==> config.mk <==
export PLATFORM = sky130hd
export DESIGN_NAME = battery_soc_mismatch_monitor
export DESIGN_NICKNAME = d
export VERILOG_FILES = /design/src/hw/rtl/bsm_pkg.sv /design/src/hw/rtl/battery_soc_mismatch_monitor.sv /design/src/hw/rtl/bsm_front.sv /design/src/hw/rtl/bsm_queue.sv /design/src/hw/rtl/bsm_back.sv
export SDC_FILE = /design/constraint.sdc
export NUM_CORES = 1
export LEC_CHECK = 0
export BUFFER_PORTS_ARGS = -buffer_cell sky130_fd_sc_hd__buf_2
export CAP_MARGIN = 40
export CORE_UTILIZATION = 60
export DETAILED_ROUTE_END_ITERATION = 8
export HOLD_SLACK_MARGIN = 0.06
export PLACE_DENSITY_LB_ADDON = 0.05
export SLEW_MARGIN = 20
export SYNTH_ARGS = -nofsm -noshare
export SYNTH_HDL_FRONTEND = slang
export SYNTH_SLANG_ARGS = --single-unit
==> constraint.sdc <==
create_clock -name clk -period 9.7 [get_ports clk]
set_input_delay 0.97 -clock clk [delete_from_list [all_inputs] [get_ports clk]]
set_output_delay 0.97 -clock clk [all_outputs]
set_load 0.02 [all_outputs]
==> src/hw/rtl/bsm_pkg.sv <==
// ----------------------------------------------------------------------------
// bsm_pkg
// Types, constants and register codes of the battery charge mismatch monitor
// ----------------------------------------------------------------------------
package bsm_pkg;

    // sizes
    localparam int WINDOW_LEN = 8;
    localparam int TABLE_ROWS = 4;
    localparam int CNT_W      = 7;
    localparam int MV_W       = 13;
    localparam int CUR_W      = 24;
    localparam int SOC_W      = 7;
    localparam int ROW_W      = 33;
    localparam int IDX_W      = 3;

    localparam logic [MV_W-1:0]  MV_ALL_ONES = {MV_W{1'b1}};
    localparam logic [SOC_W-1:0] SOC_FULL    = SOC_W'(100);
    localparam logic [SOC_W-1:0] DIFF_RESET  = SOC_W'(10);

    // register indexes
    localparam logic [IDX_W-1:0] REG_ENABLE    = 3'd0;
    localparam logic [IDX_W-1:0] REG_THRESHOLD = 3'd1;
    localparam logic [IDX_W-1:0] REG_DIFF      = 3'd2;
    localparam logic [IDX_W-1:0] REG_DONE_SOC  = 3'd3;
    localparam logic [IDX_W-1:0] REG_ROW0      = 3'd4;

    // request codes on the input side
    localparam logic [1:0] REQ_SAMPLE = 2'd0;
    localparam logic [1:0] REQ_CHARGE = 2'd1;
    localparam logic [1:0] REQ_RESUME = 2'd2;

    // reset causes
    localparam logic [1:0] CAUSE_NONE     = 2'd0;
    localparam logic [1:0] CAUSE_MISMATCH = 2'd1;
    localparam logic [1:0] CAUSE_DONE_LOW = 2'd2;

    // work kinds decided by the front end
    typedef enum logic [2:0] {
        KIND_IGNORE,
        KIND_CHARGE,
        KIND_RESUME,
        KIND_DISCHARGE,
        KIND_OTHER_CUR
    } kind_t;

    typedef struct packed {
        kind_t             kind;
        logic [MV_W-1:0]   mv;
        logic [SOC_W-1:0]  shown;
        logic              done;
    } item_t;

    typedef struct packed {
        logic                              enable;
        logic signed [CUR_W-1:0]           threshold;
        logic [SOC_W-1:0]                  diff_limit;
        logic [SOC_W-1:0]                  done_soc;
        logic [TABLE_ROWS-1:0][ROW_W-1:0]  rows;
    } cfg_t;

    typedef struct packed {
        logic              reset_request;
        logic [1:0]        reset_cause;
        logic              report_pulse;
        logic              window_done;
        logic [MV_W-1:0]   window_min_mv;
        logic [SOC_W-1:0]  estimated_soc;
    } res_t;

endpackage

==> src/hw/rtl/battery_soc_mismatch_monitor.sv <==
// ----------------------------------------------------------------------------
// battery_soc_mismatch_monitor
// Watches battery samples and requests a gauge reset on a charge mismatch
// ----------------------------------------------------------------------------
// Usage:
//   s_* channel carries one request word: tuser is the request kind
//   (sample, charging event, resume), tdata the voltage, current, shown
//   percent and charge-done flag. m_* channel returns one result word per
//   request word, in order. cfg_we/cfg_index/cfg_data write the settings
//   while the block is idle; a write takes effect at once.
//   Path: a taken word is written into the front queue; the back end pops
//   it once its result register is free and registers its result, which
//   then shows on m_tvalid.
//   Throughput: one word per cycle while m_tready stays high, set by the
//   combinational window and table evaluation in the back end.
//   Reset: window count cleared, window minimum set to all ones, report
//   re-armed, settings to their defaults, queue and result register empty.
//   Stall: while m_tready is low the result holds; the two-entry queue
//   takes words until it holds two, then s_tready drops until the result drains.
// ----------------------------------------------------------------------------
module battery_soc_mismatch_monitor (
    input  logic                         clk,
    input  logic                         rst_n,
    input  logic                         s_tvalid,
    output logic                         s_tready,
    // s_tdata: voltage_mv[12:0], battery_current[36:13], shown_soc[43:37],
    //          chg_done[44], zero padding[47:45]
    input  logic [47:0]                  s_tdata,
    // s_tuser: req_type[1:0]
    input  logic [1:0]                   s_tuser,
    output logic                         m_tvalid,
    input  logic                         m_tready,
    // m_tdata: reset_request[0], reset_cause[2:1], report_pulse[3],
    //          window_done[4], window_min_mv[17:5], estimated_soc[24:18],
    //          zero padding[31:25]
    output logic [31:0]                  m_tdata,
    input  logic                         cfg_we,
    input  logic [bsm_pkg::IDX_W-1:0]    cfg_index,
    input  logic [bsm_pkg::ROW_W-1:0]    cfg_data
);
    import bsm_pkg::*;

    cfg_t  cfg_reg;
    item_t f_item;
    item_t q_item;
    res_t  res;
    logic  push;
    logic  pop;
    logic  q_full;
    logic  q_not_empty;

    // settings registers
    always_ff @(posedge clk or negedge rst_n)
    begin
        if (!rst_n)
        begin
            cfg_reg.enable     <= 1'b0;
            cfg_reg.threshold  <= '0;
            cfg_reg.diff_limit <= DIFF_RESET;
            cfg_reg.done_soc   <= '0;
            cfg_reg.rows       <= '0;
        end
        else if (cfg_we)
        begin
            case (cfg_index)
                REG_ENABLE:    cfg_reg.enable     <= cfg_data[0];
                REG_THRESHOLD: cfg_reg.threshold  <= cfg_data[CUR_W-1:0];
                REG_DIFF:      cfg_reg.diff_limit <= cfg_data[SOC_W-1:0];
                REG_DONE_SOC:  cfg_reg.done_soc   <= cfg_data[SOC_W-1:0];
                default:
                begin
                    for (int r = 0; r < TABLE_ROWS; r++)
                    begin
                        if (cfg_index == IDX_W'(REG_ROW0 + r))
                            cfg_reg.rows[r] <= cfg_data;
                    end
                end
            endcase
        end
    end

    // front end
    bsm_front u_front (
        .s_tvalid        (s_tvalid),
        .s_tready        (s_tready),
        .req_type        (s_tuser),
        .voltage_mv      (s_tdata[12:0]),
        .battery_current (s_tdata[36:13]),
        .shown_soc       (s_tdata[43:37]),
        .chg_done        (s_tdata[44]),
        .cfg             (cfg_reg),
        .q_full          (q_full),
        .push            (push),
        .item            (f_item)
    );

    // queue between the two halves
    bsm_queue u_queue (
        .clk       (clk),
        .rst_n     (rst_n),
        .push      (push),
        .item_in   (f_item),
        .pop       (pop),
        .full      (q_full),
        .not_empty (q_not_empty),
        .item_out  (q_item)
    );

    // back end
    bsm_back u_back (
        .clk         (clk),
        .rst_n       (rst_n),
        .cfg         (cfg_reg),
        .q_not_empty (q_not_empty),
        .q_item      (q_item),
        .pop         (pop),
        .out_valid   (m_tvalid),
        .out_ready   (m_tready),
        .res         (res)
    );

    // output word packing
    assign m_tdata = {7'd0, res.estimated_soc, res.window_min_mv, res.window_done,
                      res.report_pulse, res.reset_cause, res.reset_request};

endmodule

==> src/hw/rtl/bsm_front.sv <==
// ----------------------------------------------------------------------------
// bsm_front
// Input side: takes words and sorts them into work kinds for the back end
// ----------------------------------------------------------------------------
module bsm_front (
    input  logic                        s_tvalid,
    output logic                        s_tready,
    input  logic [1:0]                  req_type,
    input  logic [bsm_pkg::MV_W-1:0]    voltage_mv,
    input  logic [bsm_pkg::CUR_W-1:0]   battery_current,
    input  logic [bsm_pkg::SOC_W-1:0]   shown_soc,
    input  logic                        chg_done,
    input  bsm_pkg::cfg_t               cfg,
    input  logic                        q_full,
    output logic                        push,
    output bsm_pkg::item_t              item
);
    import bsm_pkg::*;

    // accept whenever the queue has room
    assign s_tready = !q_full;
    assign push     = s_tvalid && !q_full;

    // classify the word
    always_comb
    begin
        item.mv    = voltage_mv;
        item.shown = shown_soc;
        item.done  = chg_done;
        case (req_type)
            REQ_CHARGE: item.kind = KIND_CHARGE;
            REQ_RESUME: item.kind = KIND_RESUME;
            REQ_SAMPLE:
            begin
                if (!cfg.enable)
                    item.kind = KIND_IGNORE;
                else if ($signed(battery_current) < cfg.threshold)
                    item.kind = KIND_DISCHARGE;
                else
                    item.kind = KIND_OTHER_CUR;
            end
            default: item.kind = KIND_IGNORE;
        endcase
    end

endmodule

==> src/hw/rtl/bsm_queue.sv <==
// ----------------------------------------------------------------------------
// bsm_queue
// Two-entry queue between front end and back end
// ----------------------------------------------------------------------------
module bsm_queue (
    input  logic            clk,
    input  logic            rst_n,
    input  logic            push,
    input  bsm_pkg::item_t  item_in,
    input  logic            pop,
    output logic            full,
    output logic            not_empty,
    output bsm_pkg::item_t  item_out
);
    import bsm_pkg::*;

    item_t      entry_reg [2];
    logic       wr_ptr_reg, wr_ptr_next;
    logic       rd_ptr_reg, rd_ptr_next;
    logic [1:0] count_reg, count_next;

    assign full      = (count_reg == 2'd2);
    assign not_empty = (count_reg != 2'd0);
    assign item_out  = entry_reg[rd_ptr_reg];

    // pointer and fill update
    always_comb
    begin
        wr_ptr_next = push ? !wr_ptr_reg : wr_ptr_reg;
        rd_ptr_next = pop ? !rd_ptr_reg : rd_ptr_reg;
        count_next  = count_reg;
        if (push && !pop)
            count_next = count_reg + 2'd1;
        else if (pop && !push)
            count_next = count_reg - 2'd1;
    end

    always_ff @(posedge clk or negedge rst_n)
    begin
        if (!rst_n)
        begin
            wr_ptr_reg <= 1'b0;
            rd_ptr_reg <= 1'b0;
            count_reg  <= 2'd0;
        end
        else
        begin
            wr_ptr_reg <= wr_ptr_next;
            rd_ptr_reg <= rd_ptr_next;
            count_reg  <= count_next;
        end
    end

    // entry storage
    always_ff @(posedge clk)
    begin
        if (push)
            entry_reg[wr_ptr_reg] <= item_in;
    end

endmodule

==> src/hw/rtl/bsm_back.sv <==
// ----------------------------------------------------------------------------
// bsm_back
// Back end: window tracking, table lookup, reset decision and result register
// ----------------------------------------------------------------------------
module bsm_back (
    input  logic            clk,
    input  logic            rst_n,
    input  bsm_pkg::cfg_t   cfg,
    input  logic            q_not_empty,
    input  bsm_pkg::item_t  q_item,
    output logic            pop,
    output logic            out_valid,
    input  logic            out_ready,
    output bsm_pkg::res_t   res
);
    import bsm_pkg::*;

    logic [CNT_W-1:0] count_reg, count_next;
    logic [MV_W-1:0]  min_reg, min_next;
    logic             reported_reg, reported_next;
    logic             valid_reg, valid_next;
    res_t             res_reg, res_next;

    logic [CNT_W-1:0] win_count;
    logic [MV_W-1:0]  win_min;
    logic [SOC_W-1:0] table_pct;
    logic             mismatch;
    logic             is_sample;
    logic [ROW_W-1:0] row;

    // take a word when the result register is free or drains this cycle
    assign pop       = q_not_empty && (!valid_reg || out_ready);
    assign out_valid = valid_reg;
    assign res       = res_reg;

    // running window values
    assign win_count = count_reg + CNT_W'(1);
    assign win_min   = (q_item.mv < min_reg) ? q_item.mv : min_reg;
    assign is_sample = (q_item.kind == KIND_DISCHARGE) || (q_item.kind == KIND_OTHER_CUR);

    // first-match range table, lowest row wins
    always_comb
    begin
        table_pct = '0;
        row       = '0;
        for (int r = TABLE_ROWS - 1; r >= 0; r--)
        begin
            row = cfg.rows[r];
            if ((win_min > row[12:0]) && (win_min <= row[25:13]))
                table_pct = row[32:26];
        end
    end

    // next state and result
    always_comb
    begin
        count_next    = count_reg;
        min_next      = min_reg;
        reported_next = reported_reg;
        valid_next    = valid_reg;
        res_next      = res_reg;
        mismatch      = 1'b0;
        if (valid_reg && out_ready)
            valid_next = 1'b0;
        if (pop)
        begin
            valid_next = 1'b1;
            res_next   = '0;
            case (q_item.kind)
                KIND_CHARGE: reported_next = 1'b0;
                KIND_RESUME:
                begin
                    count_next = '0;
                    min_next   = MV_ALL_ONES;
                end
                KIND_DISCHARGE:
                begin
                    if (win_count >= CNT_W'(WINDOW_LEN))
                    begin
                        res_next.window_done   = 1'b1;
                        res_next.window_min_mv = win_min;
                        mismatch = (table_pct != '0) &&
                            ({1'b0, table_pct} > ({1'b0, q_item.shown} + {1'b0, cfg.diff_limit}));
                        count_next = '0;
                        min_next   = MV_ALL_ONES;
                    end
                    else
                    begin
                        count_next = win_count;
                        min_next   = win_min;
                    end
                end
                KIND_OTHER_CUR:
                begin
                    count_next = '0;
                    min_next   = MV_ALL_ONES;
                end
                default: ;
            endcase
            // reset decision for enabled samples
            if (is_sample)
            begin
                if (mismatch)
                begin
                    res_next.reset_request = 1'b1;
                    res_next.reset_cause   = CAUSE_MISMATCH;
                    res_next.estimated_soc = table_pct;
                end
                else if (q_item.done && (q_item.shown <= cfg.done_soc))
                begin
                    res_next.reset_request = 1'b1;
                    res_next.reset_cause   = CAUSE_DONE_LOW;
                    res_next.estimated_soc = SOC_FULL;
                end
                if (res_next.reset_request && !reported_reg)
                begin
                    reported_next         = 1'b1;
                    res_next.report_pulse = 1'b1;
                end
            end
        end
    end

    always_ff @(posedge clk or negedge rst_n)
    begin
        if (!rst_n)
        begin
            count_reg    <= '0;
            min_reg      <= MV_ALL_ONES;
            reported_reg <= 1'b0;
            valid_reg    <= 1'b0;
        end
        else
        begin
            count_reg    <= count_next;
            min_reg      <= min_next;
            reported_reg <= reported_next;
            valid_reg    <= valid_next;
        end
    end

    // result payload
    always_ff @(posedge clk)
    begin
        res_reg <= res_next;
    end

endmodule

Word level (Yosys, flattened, before mapping)
Memory sizes are Yosys's and may differ from the RTL's.
Cells that the tools add are included.
{"block": "classes", "add_sub_neg": 4, "magnitude_cmp": 13, "n_eq_ne": 14, "n_mux": 32, "n_bitwise": 1, "n_reduce_logical": 40}
{"operator": "$gt 13x13->1", "count": 4}
{"operator": "$le 13x13->1", "count": 4}
{"operator": "$mux 7", "count": 7}
{"operator": "$mux 13", "count": 2}
{"operator": "$pmux 13 s2", "count": 1}
{"operator": "$lt 24x24->1", "count": 1}
{"operator": "$mux 3", "count": 6}
{"operator": "$eq 3x3->1 const B", "count": 5}
{"operator": "$mux 14", "count": 1}
{"operator": "$pmux 7 s2", "count": 1}
{"operator": "$lt 13x13->1", "count": 1}
{"operator": "$eq 3x2->1 const B", "count": 4}
{"operator": "$logic_and 1x1->1", "count": 12}
{"operator": "$reduce_and 2->1", "count": 6}
{"operator": "$reduce_and 3->1", "count": 4}
{"operator": "$mux 1", "count": 11}
{"operator": "$pmux 3 s3", "count": 1}
{"operator": "$add 7x7->8", "count": 1}
{"operator": "$gt 7x8->1", "count": 1}
{"operator": "$reduce_bool 2->1", "count": 4}
{"operator": "$add 7x1->7 const B", "count": 1}
{"operator": "$ge 7x4->1 const B", "count": 1}
{"operator": "$le 7x7->1", "count": 1}
{"operator": "$logic_not 1->1", "count": 7}
{"operator": "other kinds (13)", "count": 17}
{"block": "word_totals", "register_bits": 222, "ramBits": 48, "out_inout_bits": 34, "memories": 1}
{"memory": "u_queue.entry_reg", "words": 2, "width": 24, "read_ports": 1, "rd_clocked_by_memory_dff": 0, "write_ports": 1, "line": "bsm_queue.sv:17", "source": "item_t entry_reg [2];"}

Logic depth before layout (Yosys ltp)
Gate-level depths: netlist (run 1).
An unclocked memory read counts as a cell.
{"block": "logic_depth", "depth_word": 20, "mapped_depth": 34, "depth_no_buf": 30}

Cells and area by module
A second synthesis (run 1) with hierarchy kept.
{"block": "unflattened", "hier_cells": 1247, "area_unflattened_um2": 15466.1}
{"module": "battery_soc_mismatch_monitor", "instances": 1, "cells_each": 379, "area_per_inst_um2": 6776.5}
{"module": "bsm_back", "instances": 1, "cells_each": 660, "area_per_inst_um2": 5829.3}
{"module": "bsm_queue", "instances": 1, "cells_each": 91, "area_per_inst_um2": 2023.2}
{"module": "bsm_front", "instances": 1, "cells_each": 117, "area_per_inst_um2": 837.1}

Worst setup path before layout (run 1)
OpenSTA, ideal clock, no wires.
{"block": "synth_timing", "path_type": "reg2reg", "from": "reg u_queue.rd_ptr_reg", "to": "reg u_back.res_reg (netlist bit u_back.res[21]) (data pin)", "t_arrival_ns": 7.098, "slack_ns": 2.346, "stages_incl_launch_ff": 34, "n_path_buf": 3, "synth_period_minus_slack_ns": 7.354, "path_cell_list": "dfrtp_1 -> buf_2 -> buf_1 -> mux2_2 -> ha_1 -> a21boi_1 -> o21a_1 -> o21a_1 -> o21a_1 -> o21ai_1 -> a21oi_1 -> o221ai_2 -> buf_2 -> mux2_2 -> ha_1 -> and4_1 -> or3b_1 -> a21oi_2 -> o41ai_2 -> or2_1 -> or2b_1 -> o221ai_2 -> inv_1 -> ha_1 -> nor2b_1 -> o21a_1 -> o21a_1 -> o21a_1 -> o21a_1 -> o21a_1 -> o2111ai_1 -> a41oi_2 -> o21ai_2 -> nor2_1"}
{"block": "synth_between", "elab_chain_cells": 19, "word_cells_on_any_way": 37, "cone_classes": "add/sub: 1; order compare: 11; eq/ne: 2; mux: 13; reduce/logical: 9; memory: 1"}
{"item": "start, declared", "line": "bsm_queue.sv:19", "source": "logic rd_ptr_reg, rd_ptr_next;"}
{"item": "start signal, assigned", "line": "bsm_queue.sv:49", "source": "rd_ptr_reg <= rd_ptr_next;"}
{"item": "$mem_v2 2x24 *"}
{"item": "$lt 13x13->1", "line": "bsm_back.sv:38", "source": "assign win_min = (q_item.mv < min_reg) ? q_item.mv : min_reg;"}
{"item": "$mux 13 *", "line": "bsm_back.sv:38"}
{"item": "named net u_back.win_min[8]", "line": "bsm_back.sv:25", "source": "logic [MV_W-1:0] win_min;"}
{"item": "$gt 13x13->1 or $le 13x13->1 (tied branches)", "line": "bsm_back.sv:49", "source": "if ((win_min > row[12:0]) && (win_min <= row[25:13]))"}
{"item": "$logic_and 1x1->1", "line": "bsm_back.sv:49"}
{"item": "$mux 7 (3 in a row)", "line": "bsm_back.sv:49"}
{"item": "$mux 7 *", "line": "bsm_back.sv:49"}
{"item": "named net u_back.table_pct[1]", "line": "bsm_back.sv:26", "source": "logic [SOC_W-1:0] table_pct;"}
{"item": "[... 2 more ...]"}
{"item": "$mux 1 *", "line": "bsm_back.sv:78", "source": "if (win_count >= CNT_W'(WINDOW_LEN))"}
{"item": "$mux 1 *", "line": "bsm_back.sv:69", "source": "case (q_item.kind)"}
{"item": "$mux 1 *", "line": "bsm_back.sv:65", "source": "if (pop)"}
{"item": "$mux 3 *", "line": "bsm_back.sv:103", "source": "if (mismatch)"}
{"item": "$mux 3 *", "line": "bsm_back.sv:101", "source": "if (is_sample)"}
{"item": "$mux 3 *", "line": "bsm_back.sv:65"}
{"item": "$logic_and 1x1->1 *", "line": "bsm_back.sv:115", "source": "if (res_next.reset_request && !reported_reg)"}
{"item": "$mux 1 *", "line": "bsm_back.sv:115"}
{"item": "end signal, assigned", "line": "bsm_back.sv:145", "source": "res_reg <= res_next;"}
{"item": "end, declared", "line": "bsm_back.sv:22", "source": "res_t res_reg, res_next;"}
Mark *: on every way through the listed nets, which the timed path passes. The rest lies on a longest branch. The select of a mux whose other input is x is not followed.
A chain may end at the register's enable or synchronous reset.

Worst setup path after layout (run 1)
{"block": "layout_timing", "from": "reg u_queue.rd_ptr_reg", "to": "reg u_back.res_reg (netlist bit u_back.res[6]) (data pin)"}
{"block": "layout_between", "elab_chain_cells": 15, "word_cells_on_any_way": 33, "cone_classes": "add/sub: 1; order compare: 11; eq/ne: 2; mux: 10; reduce/logical: 8; memory: 1"}
{"item": "$mem_v2 2x24 *"}
{"item": "$lt 13x13->1", "line": "bsm_back.sv:38"}
{"item": "$mux 13 *", "line": "bsm_back.sv:38"}
{"item": "named net u_back.win_min[1]", "line": "bsm_back.sv:25"}
{"item": "$gt 13x13->1 or $le 13x13->1 (tied branches)", "line": "bsm_back.sv:49"}
{"item": "$logic_and 1x1->1", "line": "bsm_back.sv:49"}
{"item": "$mux 7 (3 in a row)", "line": "bsm_back.sv:49"}
{"item": "$mux 7 *", "line": "bsm_back.sv:49"}
{"item": "named net u_back.table_pct[1]", "line": "bsm_back.sv:26"}
{"item": "$gt 7x8->1 or $reduce_bool 7->1 (tied branches)", "line": "bsm_back.sv:83, bsm_back.sv:82"}
{"item": "$logic_and 1x1->1 *", "line": "bsm_back.sv:82", "source": "mismatch = (table_pct != '0) &&"}
{"item": "$mux 1 *", "line": "bsm_back.sv:78"}
{"item": "$mux 1 *", "line": "bsm_back.sv:69"}
{"item": "$mux 1 *", "line": "bsm_back.sv:65"}
{"item": "$mux 7 *", "line": "bsm_back.sv:103"}
Marks and branches as above.

==> metrics.txt, run 1 <==
# TYPE chip_impl_metric gauge
chip_impl_info{name="synth.most_common_cell",value="dfrtp_1"} 1
chip_impl_metric{name="timing.setup.tns",unit="ps"} 0
chip_impl_metric{name="cts_made_buffers",unit=""} 30
chip_impl_metric{name="routed_vias",unit=""} 9947
chip_impl_info{name="setup.worst_path.end_class",value="flop"} 1
chip_impl_metric{name="groute.usage.overall",unit="%"} 26.71
chip_impl_metric{name="grt_start_max_net_pins",unit=""} 60
chip_impl_metric{name="cellPowerDensity",unit="nW/um^2"} 340.2
chip_impl_metric{name="n_fill_cell",unit=""} 1853
chip_impl_metric{name="post-synth-top-area-fraction",unit="%"} 30.84
chip_impl_metric{name="cts_max_path_buffers",unit=""} 3
chip_impl_metric{name="setup_viol_count_final",unit=""} 0
chip_impl_metric{name="ctsHtreeMaxLevel",unit=""} 1
chip_impl_info{name="type_of_the_tightest_min_delay_check",value="in -> async"} 1
chip_impl_metric{name="detailedPlacementHpwl",unit="microns"} 23170
chip_impl_metric{name="die_area",unit="sq um"} 25240
chip_impl_metric{name="core",unit="sq um"} 24250
chip_impl_metric{name="floorplan.rows",unit=""} 57
chip_impl_metric{name="max_reg_flops",unit=""} 171
chip_impl_metric{name="port_buffers",unit=""} 114
chip_impl_metric{name="max_slew.worst_pin.slew",unit="ps"} 825.6
chip_impl_info{name="synth_flop_cell",value="dfrtp_1"} 1
chip_impl_metric{name="final_cell_area",unit="sq um"} 16830
chip_impl_metric{name="postSynthRegisterBits",unit=""} 270
chip_impl_metric{name="clkSinkCount",unit=""} 270
chip_impl_metric{name="cp_slowest_stage_delay",unit="ps"} 670
chip_impl_info{name="synth.cells.most_frequent",value="dfrtp_1, ha_1, mux2_2"} 1
chip_impl_info{name="worstSetupPathType",value="reg -> reg"} 1
chip_impl_metric{name="placer_congestion_estimate",unit=""} 0.8138
chip_impl_metric{name="die_h",unit="microns"} 158.9
chip_impl_metric{name="final_min_period_over_clock_period",unit="%"} 86.59
chip_impl_metric{name="postPlaceCellArea",unit="sq um"} 15730
chip_impl_metric{name="viasPerCell",unit=""} 5.639
chip_impl_metric{name="floorplan.initialDensity",unit="%"} 60.89
chip_impl_metric{name="crit_required",unit="ps"} 10030
chip_impl_metric{name="timing_hold_violations_final",unit=""} 0
chip_impl_metric{name="area.growth.synth_to_final",unit="%"} 13.96
chip_impl_metric{name="post_synth_fa_ha_maj_area_fraction",unit="%"} 13.86
chip_impl_metric{name="postSynthAreaPerCell",unit="sq um"} 11.45
chip_impl_metric{name="area_fraction_in_compound_gates_after_synthesis",unit="%"} 10.26
chip_impl_metric{name="clk_transition_reported_paths",unit="ps"} 60
chip_impl_metric{name="drt_drc_violations_left",unit=""} 0
chip_impl_metric{name="vdd_ir_drop_max",unit="V"} 0.0002293
chip_impl_metric{name="post_synth_edffs",unit=""} 73
chip_impl_metric{name="synth_warnings",unit=""} 0
chip_impl_metric{name="grt_antenna_before_repair",unit=""} 1
chip_impl_metric{name="worstPathMaxFanout",unit=""} 20
chip_impl_metric{name="worst-r2r-setup-slack",unit="ps"} 1300
chip_impl_metric{name="drt-initial-drc-count",unit=""} 518
chip_impl_metric{name="first_global_vias",unit=""} 10160
chip_impl_metric{name="globalRoute.totalOverflow",unit=""} 0
chip_impl_metric{name="synth_cell_types",unit=""} 72
chip_impl_info{name="synthTopCellsByArea",value="dfrtp_1, edfxtp_1, ha_1, mux2_2, inv_1"} 1
chip_impl_metric{name="clk_latency",unit="ps"} 550
chip_impl_metric{name="async_sr_flop_fraction",unit="%"} 72.96
chip_impl_metric{name="syn_inst",unit=""} 1289
chip_impl_metric{name="crit_arrival",unit="ps"} 8730
chip_impl_info{name="cts_tree",value="built"} 1
chip_impl_metric{name="synth-xor-area-share",unit="%"} 0.5932
chip_impl_metric{name="hold_buffers",unit=""} 0
chip_impl_info{name="outcome",value="completed"} 1
chip_impl_metric{name="nets",unit=""} 1671
chip_impl_metric{name="yosysSeqAreaShare",unit="%"} 48.36
chip_impl_metric{name="synthSimpleGateAreaFrac",unit="%"} 8.779
chip_impl_metric{name="maxSlewHeadroom",unit="%"} 44.36
chip_impl_metric{name="clock_skew",unit="ps"} 7.707
chip_impl_metric{name="post_synthesis_instance_area",unit="sq um"} 14770
chip_impl_metric{name="maxCapViolations",unit=""} 0
chip_impl_metric{name="synth.mux.area_fraction",unit="%"} 12.84
chip_impl_info{name="clockRootBuffer",value="clkbuf_16"} 1
chip_impl_metric{name="grt_first_pass_wirelength",unit="microns"} 53270
chip_impl_info{name="slowest_stage",value="dfrtp_1"} 1
chip_impl_info{name="synth_top_family_by_area",value="adder cells"} 1
chip_impl_metric{name="boundaryPins",unit=""} 125
chip_impl_metric{name="detail_route.first_pass.iterations",unit=""} 5
chip_impl_metric{name="rr_worst_depth",unit=""} 31
chip_impl_metric{name="total_leakage_power",unit="uW"} 0.007960
chip_impl_info{name="critical-path-top-cell-by-count",value="o21a_1"} 1
chip_impl_info{name="synth_top_area_cell",value="dfrtp_1"} 1
chip_impl_metric{name="min_period",unit="ps"} 8399
chip_impl_metric{name="postCtsResizedCells",unit=""} 0
chip_impl_info{name="critical_path.startpoint_type",value="flop"} 1
chip_impl_metric{name="slew_viol_final",unit=""} 0
chip_impl_metric{name="antenna_left",unit=""} 0
chip_impl_metric{name="cts_setup_buffers",unit=""} 0
chip_impl_metric{name="detail_route.wl_per_cell",unit="microns"} 18.27
chip_impl_metric{name="routed_wirelength",unit="microns"} 32230
chip_impl_metric{name="fp.dieW",unit="microns"} 158.9
chip_impl_metric{name="timing.fmax",unit="MHz"} 119.1
chip_impl_info{name="grt_setup_unrepaired",value="no"} 1
chip_impl_metric{name="post_route_cells_drive_above_1_share",unit="%"} 25.71
power breakdown:
group	internal [uW]	switching (uW)	total, uW	leakage [uW]
logic	1190	1700	2890	0.00437
clock network	761	448	1210	0.000534
registers	1490	136	1630	0.00306
total	3440	2280	5720	0.00796
layout make-up:
| cell class | count | area (sq um) | area share, % |
|---|---|---|---|
| inverter | 156 | 585.6 | 3.480 |
| sequential | 270 | 7141 | 42.43 |
| tap | 324 | 405.4 | 2.409 |
| antenna | 1 | 2.502 | 0.01487 |
| multi-input combinational | 829 | 6880 | 40.89 |
| clock buffer | 47 | 969.7 | 5.763 |
| timing repair buffer | 130 | 733.2 | 4.357 |
| clock inverter | 7 | 110.1 | 0.6543 |
per-layer routing:
layer	global-route usage (%)	vias to the layer above	wire, microns
li1	-	4860	-
met1	36.78	4866	15030
met2	44.30	169	15290
met3	3.605	52	1106
met4	7.561	0	806
met5	0	-	0
cells by family after synthesis:
group | Yosys count
and+or+nand+nor | 254
adders and majority gates | 163
buffers and inverters | 196
DFF | 270
muxes | 169
xor gates and xnor gates | 10
AOI/OAI and AO/OA | 226
other | 1
final timing paths:
check / startpoint / endpoint
worst max register to register: u_queue.rd_ptr_reg$_DFFE_PN0P_ / u_back.res[6]$_SDFFCE_PN0P_
worst min-delay path: rst_n / cfg_reg[52]$_DFFE_PN0P_
worst max-delay path: u_queue.rd_ptr_reg$_DFFE_PN0P_ / u_back.res[6]$_SDFFCE_PN0P_
max in group asynchronous: rst_n / cfg_reg[140]$_DFFE_PN1P_
min in group clk: u_back.reported_reg$_DFFE_PN0P_ / u_back.reported_reg$_DFFE_PN0P_
worst min register to register: u_back.reported_reg$_DFFE_PN0P_ / u_back.reported_reg$_DFFE_PN0P_
cell usage in the layout, fill, tap and decap left out, types with 5 or more instances in the layout:
cell and instances:
ha_1 162, clkbuf_16 34, nor2b_1 10, nand2b_1 8
xnor2_1 6, nor3_1 13, mux2_2 159, buf_2 114
clkbuf_1 6, nand3_1 25, and3_1 9, a21oi_1 43
o21a_1 14, a21o_1 23, inv_1 155, and4_1 8
nand2_1 80, o21ai_0 65, nor2_1 37, nand4_1 21
conb_1 7, mux2i_1 9, a211oi_1 7, dfrtp_1 182
or3_1 7, o22a_1 13, o21bai_1 7, o2111ai_1 5
buf_4 11, and2_1 17, dfstp_2 15, clkbuf_8 8
edfxtp_1 73, o31ai_1 8
critical path: cells and delay by family (launching register included):
| family | cells | cell delay [ps] |
|---|---|---|
| compound gates | 20 | 4450 |
| fa+ha+maj | 3 | 930 |
| buf+inv | 2 | 300 |
| flops | 1 | 670 |
| mux | 2 | 920 |
| simple gates | 4 | 900 |
through the flow:
step / hold slack, ps / total power (uW) / std cells / utilization, % / setup WS [ps]
6_report: 391.1 / 5725 / 1764 / 69.40 / 1301
5_1_grt: 426.5 / 6196 / 1763 / 69.39 / 722.6
4_1_cts: 406.6 / 5748 / 1762 / 69.34 / 1036
3_5_place_dp: 476.8 / 4510 / 1708 / 64.89 / 1047
3_3_place_gp: 476.9 / 4388 / 1704 / 64.64 / 1160
2_1_floorplan: 453.3 / 3715 / 1295 / - / 2346
Power figures use the tool's default switching activity.
==> run 2: changes to the inputs <==
==> constraint.sdc (replaced) <==
create_clock -name clk -period 9.7 [get_ports clk]
set_input_delay 1.455 -clock clk [delete_from_list [all_inputs] [get_ports clk]]
set_output_delay 1.455 -clock clk [all_outputs]
set_load 0.02 [all_outputs]
==> metrics.txt, run 2 (synthesis gave the netlist of run 1 again) <==
# TYPE chip_impl_metric gauge
chip_impl_metric{name="port_buffers",unit=""} 114
chip_impl_metric{name="cts_max_path_buffers",unit=""} 3
chip_impl_metric{name="area.growth.synth_to_final",unit="%"} 12.85
chip_impl_info{name="setup.worst_path.end_class",value="flop"} 1
chip_impl_metric{name="drt_drc_violations_left",unit=""} 0
chip_impl_metric{name="drt-initial-drc-count",unit=""} 599
chip_impl_metric{name="n_fill_cell",unit=""} 1857
chip_impl_metric{name="globalRoute.totalOverflow",unit=""} 0
chip_impl_metric{name="core",unit="sq um"} 24250
chip_impl_info{name="grt_setup_unrepaired",value="no"} 1
chip_impl_metric{name="antenna_left",unit=""} 0
chip_impl_metric{name="final_min_period_over_clock_period",unit="%"} 84.27
chip_impl_metric{name="max_slew.worst_pin.slew",unit="ps"} 840.3
chip_impl_metric{name="min_period",unit="ps"} 8174
chip_impl_metric{name="worstPathMaxFanout",unit=""} 22
chip_impl_metric{name="timing.setup.tns",unit="ps"} 0
chip_impl_metric{name="vdd_ir_drop_max",unit="V"} 0.0001911
chip_impl_metric{name="cellPowerDensity",unit="nW/um^2"} 335.4
chip_impl_metric{name="detail_route.first_pass.iterations",unit=""} 5
chip_impl_metric{name="ctsHtreeMaxLevel",unit=""} 1
chip_impl_metric{name="grt_antenna_before_repair",unit=""} 2
chip_impl_metric{name="cp_slowest_stage_delay",unit="ps"} 620
chip_impl_metric{name="max_reg_flops",unit=""} 171
chip_impl_metric{name="die_h",unit="microns"} 158.9
chip_impl_metric{name="crit_required",unit="ps"} 10040
chip_impl_metric{name="detailedPlacementHpwl",unit="microns"} 23090
chip_impl_metric{name="fp.dieW",unit="microns"} 158.9
chip_impl_metric{name="routed_wirelength",unit="microns"} 32150
chip_impl_metric{name="finish.utilization",unit="%"} 68.72
chip_impl_info{name="critical_path.startpoint_type",value="flop"} 1
chip_impl_metric{name="maxSlewHeadroom",unit="%"} 43.37
chip_impl_metric{name="post_route_cells_drive_above_1_share",unit="%"} 24.91
chip_impl_info{name="cts_tree",value="built"} 1
chip_impl_info{name="type_of_the_tightest_min_delay_check",value="reg -> reg"} 1
chip_impl_metric{name="postCtsResizedCells",unit=""} 0
chip_impl_metric{name="clk_transition_reported_paths",unit="ps"} 60
chip_impl_info{name="slowest_stage",value="a2111oi_1"} 1
chip_impl_metric{name="placer_congestion_estimate",unit=""} 0.8107
chip_impl_info{name="layout_commonest_cell",value="dfrtp_1"} 1
chip_impl_metric{name="die_area",unit="sq um"} 25240
chip_impl_metric{name="crit_arrival",unit="ps"} 8520
chip_impl_info{name="worstSetupPathType",value="reg -> reg"} 1
chip_impl_metric{name="viasPerCell",unit=""} 5.618
chip_impl_metric{name="clock_skew",unit="ps"} 9.305
chip_impl_metric{name="grt_first_pass_wirelength",unit="microns"} 52040
chip_impl_metric{name="clkSinkCount",unit=""} 270
chip_impl_metric{name="cts_setup_buffers",unit=""} 0
chip_impl_metric{name="timing.fmax",unit="MHz"} 122.3
chip_impl_metric{name="floorplan.rows",unit=""} 57
chip_impl_metric{name="setup_viol_count_final",unit=""} 0
chip_impl_metric{name="first_global_vias",unit=""} 9959
chip_impl_metric{name="detail_route.wl_per_cell",unit="microns"} 18.22
chip_impl_info{name="layout.cells.most_common_list",value="dfrtp_1, ha_1, mux2_2"} 1
chip_impl_metric{name="maxCapViolations",unit=""} 0
chip_impl_info{name="outcome",value="completed"} 1
chip_impl_metric{name="floorplan.initialDensity",unit="%"} 60.89
chip_impl_metric{name="hold_buffers",unit=""} 0
chip_impl_metric{name="hold-worst-slack",unit="ps"} 488.9
chip_impl_metric{name="slew_viol_final",unit=""} 0
chip_impl_metric{name="routed_vias",unit=""} 9911
chip_impl_metric{name="nets",unit=""} 1669
chip_impl_metric{name="clk_latency",unit="ps"} 540
chip_impl_info{name="clockRootBuffer",value="clkbuf_16"} 1
chip_impl_metric{name="total_leakage_power",unit="uW"} 0.007866
chip_impl_metric{name="timing_hold_violations_final",unit=""} 0
chip_impl_metric{name="grt_start_max_net_pins",unit=""} 67
chip_impl_metric{name="groute.usage.overall",unit="%"} 26.12
chip_impl_metric{name="boundaryPins",unit=""} 125
chip_impl_metric{name="cts_made_buffers",unit=""} 29
chip_impl_info{name="critical-path-top-cell-by-count",value="o21a_1"} 1
-- run 2: changes by cell type in the layout (fill, tap and decap cells not counted), moves of 2 or more --
cell	before	now
buf_16	0	2
clkbuf_8	8	1
buf_12	2	0
clkinv_1	0	10
diode_2	1	3
clkbuf_16	34	29
-- run 2: final timing paths --
path | endpoint | from | slack, ps | cells past startpoint
setup / recovery | u_back.res[6]$_SDFFCE_PN0P_ | u_queue.rd_ptr_reg$_DFFE_PN0P_ | 1530 | 29
hold / removal | u_back.reported_reg$_DFFE_PN0P_ | u_back.reported_reg$_DFFE_PN0P_ | 490 | 1
setup reg to reg | u_back.res[6]$_SDFFCE_PN0P_ | u_queue.rd_ptr_reg$_DFFE_PN0P_ | 1530 | 29
hold reg to reg | u_back.reported_reg$_DFFE_PN0P_ | u_back.reported_reg$_DFFE_PN0P_ | 490 | 1
max in group asynchronous | cfg_reg[83]$_DFFE_PN0P_ | rst_n | 7390 | 4
min in group asynchronous | cfg_reg[120]$_DFFE_PN0P_ | rst_n | 870 | 1
-- run 2: critical path, delay by kind of cell (launching register included) --
kind	cells	cell delay, ps
compound gates	18	4300
mux	2	920
fa+ha+maj	3	920
simple gates	3	750
buf+inv	3	650
flops	1	410
-- run 2: per-layer routing --
metal | track usage [%] | vias to the layer above | routed length [microns]
met1 | 35.84 | 4833 | 14730
met4 | 7.212 | 0 | 853
met5 | 0 | - | 0
met2 | 43.98 | 174 | 15420
met3 | 2.978 | 55 | 1139
li1 | - | 4849 | -
-- run 2: layout make-up --
type / count / area, sq um / area share [%]
Clock buffer: 35 / 748.2 / 4.490
Multi-Input combinational cell: 829 / 6880 / 41.29
Clock inverter: 18 / 155.1 / 0.9311
Antenna cell: 3 / 7.507 / 0.04505
Tap cell: 324 / 405.4 / 2.433
Inverter: 156 / 585.6 / 3.514
Timing Repair Buffer: 129 / 740.7 / 4.445
Sequential cell: 270 / 7141 / 42.85
-- run 2: stage by stage --
step                total power [uW]  cells  cell area (sq um)  worst slack, ps
floorplan                       3715   1295              14790             2346
global placement                4389   1703              15670             1384
detailed placement              4515   1707              15740             1348
CTS                             5601   1760              16640             1322
global route                    6028   1762              16660            911.5
finish                          5590   1764              16660             1526
-- run 2: where the power goes --
group	leakage [uW]	total (uW)	switching, uW	internal, uW
Clock	0.000438	1070	444	623
Combinational	0.00437	2910	1720	1190
Sequential	0.00306	1620	127	1490
==> run 3: changes to the inputs <==
==> constraint.sdc (replaced) <==
create_clock -name clk -period 7.9 [get_ports clk]
set_input_delay 1.185 -clock clk [delete_from_list [all_inputs] [get_ports clk]]
set_output_delay 1.185 -clock clk [all_outputs]
set_load 0.02 [all_outputs]
==> metrics.txt, run 3 (synthesis gave the netlist of run 1 again) <==
# TYPE chip_impl_metric gauge
chip_impl_info{name="outcome",value="completed"} 1
chip_impl_metric{name="grt_antenna_before_repair",unit=""} 1
chip_impl_metric{name="crit_arrival",unit="ps"} 7670
chip_impl_info{name="layout_commonest_cell",value="dfrtp_1"} 1
chip_impl_info{name="setup.worst_path.end_class",value="flop"} 1
chip_impl_metric{name="timing.critical_path.depth",unit=""} 32
chip_impl_info{name="worstSetupPathType",value="reg -> reg"} 1
chip_impl_metric{name="grt_first_pass_wirelength",unit="microns"} 53070
chip_impl_metric{name="placer_congestion_estimate",unit=""} 0.8162
chip_impl_metric{name="vdd_ir_drop_max",unit="V"} 0.0002423
chip_impl_metric{name="cts_made_buffers",unit=""} 30
chip_impl_metric{name="timing_hold_violations_final",unit=""} 0
chip_impl_metric{name="setup_viol_count_final",unit=""} 0
chip_impl_metric{name="drt-initial-drc-count",unit=""} 497
chip_impl_metric{name="groute.usage.overall",unit="%"} 26.59
chip_impl_metric{name="fp.dieW",unit="microns"} 158.9
chip_impl_metric{name="cts_max_path_buffers",unit=""} 3
chip_impl_metric{name="routed_vias",unit=""} 9964
chip_impl_metric{name="n_fill_cell",unit=""} 1846
chip_impl_info{name="grt_setup_unrepaired",value="no"} 1
chip_impl_metric{name="port_buffers",unit=""} 114
chip_impl_metric{name="crit_required",unit="ps"} 8190
chip_impl_metric{name="worstPathMaxFanout",unit=""} 10
chip_impl_metric{name="cellPowerDensity",unit="nW/um^2"} 415.0
chip_impl_metric{name="min_period",unit="ps"} 7379
chip_impl_metric{name="drt_drc_violations_left",unit=""} 0
chip_impl_metric{name="timing.fmax",unit="MHz"} 135.5
chip_impl_metric{name="die_h",unit="microns"} 158.9
chip_impl_metric{name="core",unit="sq um"} 24250
chip_impl_info{name="holdCritStartpoint",value="u_back.reported_reg$_DFFE_PN0P_"} 1
chip_impl_metric{name="floorplan.rows",unit=""} 57
chip_impl_metric{name="clk_transition_reported_paths",unit="ps"} 50
chip_impl_metric{name="antenna_left",unit=""} 0
chip_impl_info{name="type_of_the_tightest_min_delay_check",value="reg -> reg"} 1
chip_impl_metric{name="clock_skew",unit="ps"} 13.50
chip_impl_metric{name="maxSlewHeadroom",unit="%"} 51.48
chip_impl_metric{name="rr_worst_depth",unit=""} 32
chip_impl_metric{name="slew_viol_final",unit=""} 0
chip_impl_metric{name="timing.setup.tns",unit="ps"} 0
chip_impl_info{name="critical-path-top-cell-by-count",value="o21a_1"} 1
chip_impl_metric{name="max_reg_flops",unit=""} 171
chip_impl_info{name="critPathLaunch",value="u_queue.rd_ptr_reg$_DFFE_PN0P_"} 1
chip_impl_metric{name="max_slew.worst_pin.slew",unit="ps"} 707.6
chip_impl_info{name="layout.cells.most_common_list",value="dfrtp_1, ha_1, mux2_2"} 1
chip_impl_metric{name="nets",unit=""} 1677
chip_impl_info{name="slowest_stage",value="o41ai_4"} 1
chip_impl_info{name="cell_family_with_most_cp_delay",value="compound AO/OA/AOI/OAI gates"} 1
chip_impl_metric{name="first_global_vias",unit=""} 10260
chip_impl_metric{name="routed_wirelength",unit="microns"} 32280
chip_impl_metric{name="clk_latency",unit="ps"} 550
chip_impl_metric{name="viasPerCell",unit=""} 5.629
chip_impl_metric{name="detailedPlacementHpwl",unit="microns"} 23250
chip_impl_metric{name="area.growth.synth_to_final",unit="%"} 13.94
chip_impl_metric{name="detail_route.wl_per_cell",unit="microns"} 18.24
chip_impl_metric{name="total_leakage_power",unit="uW"} 0.007960
chip_impl_metric{name="detail_route.first_pass.iterations",unit=""} 5
chip_impl_metric{name="globalRoute.totalOverflow",unit=""} 0
chip_impl_info{name="critical_path.startpoint_type",value="flop"} 1
chip_impl_metric{name="clkSinkCount",unit=""} 270
chip_impl_metric{name="worstPathBufferInverterCount",unit=""} 5
chip_impl_metric{name="finish.utilization",unit="%"} 69.38
chip_impl_metric{name="grt_start_max_net_pins",unit=""} 62
chip_impl_metric{name="final_min_period_over_clock_period",unit="%"} 93.41
chip_impl_metric{name="floorplan.initialDensity",unit="%"} 60.89
chip_impl_info{name="reg2reg_from",value="u_queue.rd_ptr_reg$_DFFE_PN0P_"} 1
chip_impl_info{name="clockRootBuffer",value="clkbuf_16"} 1
chip_impl_metric{name="ctsHtreeMaxLevel",unit=""} 1
chip_impl_metric{name="cp_slowest_stage_delay",unit="ps"} 570
chip_impl_metric{name="post_route_cells_drive_above_1_share",unit="%"} 26.23
chip_impl_metric{name="holdPathStages",unit=""} 1
chip_impl_metric{name="die_area",unit="sq um"} 25240
chip_impl_metric{name="boundaryPins",unit=""} 125
chip_impl_info{name="cts_tree",value="built"} 1
chip_impl_metric{name="maxCapViolations",unit=""} 0
==> run 3: changes by cell type in the layout (fill, tap and decap cells not counted), moves of 2 or more <==
| cell | change |
|---|---|
| diode_2 | -2 |
| clkbuf_8 | +7 |
| clkbuf_16 | +3 |
| clkinv_2 | +4 |
| buf_4 | +8 |
| bufinv_16 | -2 |
| clkinv_1 | -10 |
==> run 3: metal layers <==
| layer | GRT usage [%] | up-vias | part of all wire (%) |
|---|---|---|---|
| li1 | - | 4864 | - |
| met4 | 6.774 | 0 | 2.1 |
| met5 | 0 | - | 0 |
| met3 | 3.501 | 49 | 3.8 |
| met2 | 46.01 | 188 | 49 |
| met1 | 35.30 | 4863 | 45 |
==> run 3: path summary, 6_finish.rpt <==
| check | end | slack [ps] |
|---|---|---|
| worst max-delay path | u_back.res[24]$_SDFFCE_PN0P_ | 520 |
| worst min-delay path | u_back.reported_reg$_DFFE_PN0P_ | 490 |
| worst max register to register | u_back.res[24]$_SDFFCE_PN0P_ | 520 |
| worst min register to register | u_back.reported_reg$_DFFE_PN0P_ | 490 |
| max in group asynchronous | cfg_reg[0]$_DFFE_PN0P_ | 6150 |
| min in group asynchronous | cfg_reg[53]$_DFFE_PN0P_ | 620 |
==> run 3: metrics by stage <==
step / power, uW / setup slack (ps) / instances / hold slack (ps) / instance area, sq um
detailed placement: 5576 / 420.9 / 1715 / 480.0 / 15810
finish: 6981 / 520.7 / 1770 / 489.0 / 16820
global placement: 5415 / 479.3 / 1711 / 478.9 / 15730
floorplan: 4562 / 546.4 / 1295 / 453.3 / 14790
global route: 7569 / 6.291 / 1769 / 510.5 / 16820
CTS: 6984 / 370.2 / 1769 / 492.5 / 16800
==> run 3: where the power goes <==
| part | switching, uW | internal, uW | total (uW) |
|---|---|---|---|
| sequential | 160 | 1830 | 1990 |
| combinational | 2100 | 1510 | 3610 |
| clock | 551 | 829 | 1380 |
| total | 2810 | 4170 | 6980 |
==> run 3: layout make-up <==
type	count	area, sq um	area share, %
Timing Repair Buffer	136	794.5	4.723
Antenna cell	1	2.502	0.01487
Sequential cell	270	7141	42.44
Inverter	156	585.6	3.481
Tap cell	324	405.4	2.410
Multi-Input combinational cell	829	6902	41.02
Clock buffer	44	915.9	5.444
Clock inverter	10	77.57	0.4611
==> run 3: repair_timing <==
action | CTS | global route
buffers inserted | 0 | 0
setup endpoints to repair | 0 | 7
resized for setup | 0 | 3
hold buffers | 0 | 0
==> run 3: worst reg2reg max path: cells and delay by family, from the launching register on <==
family          cells  cell delay (ps)
flops               1              470
buf+inv             5              760
mux                 2              880
fa+ha+maj           3              940
simple gates        4              770
compound gates     18             3330
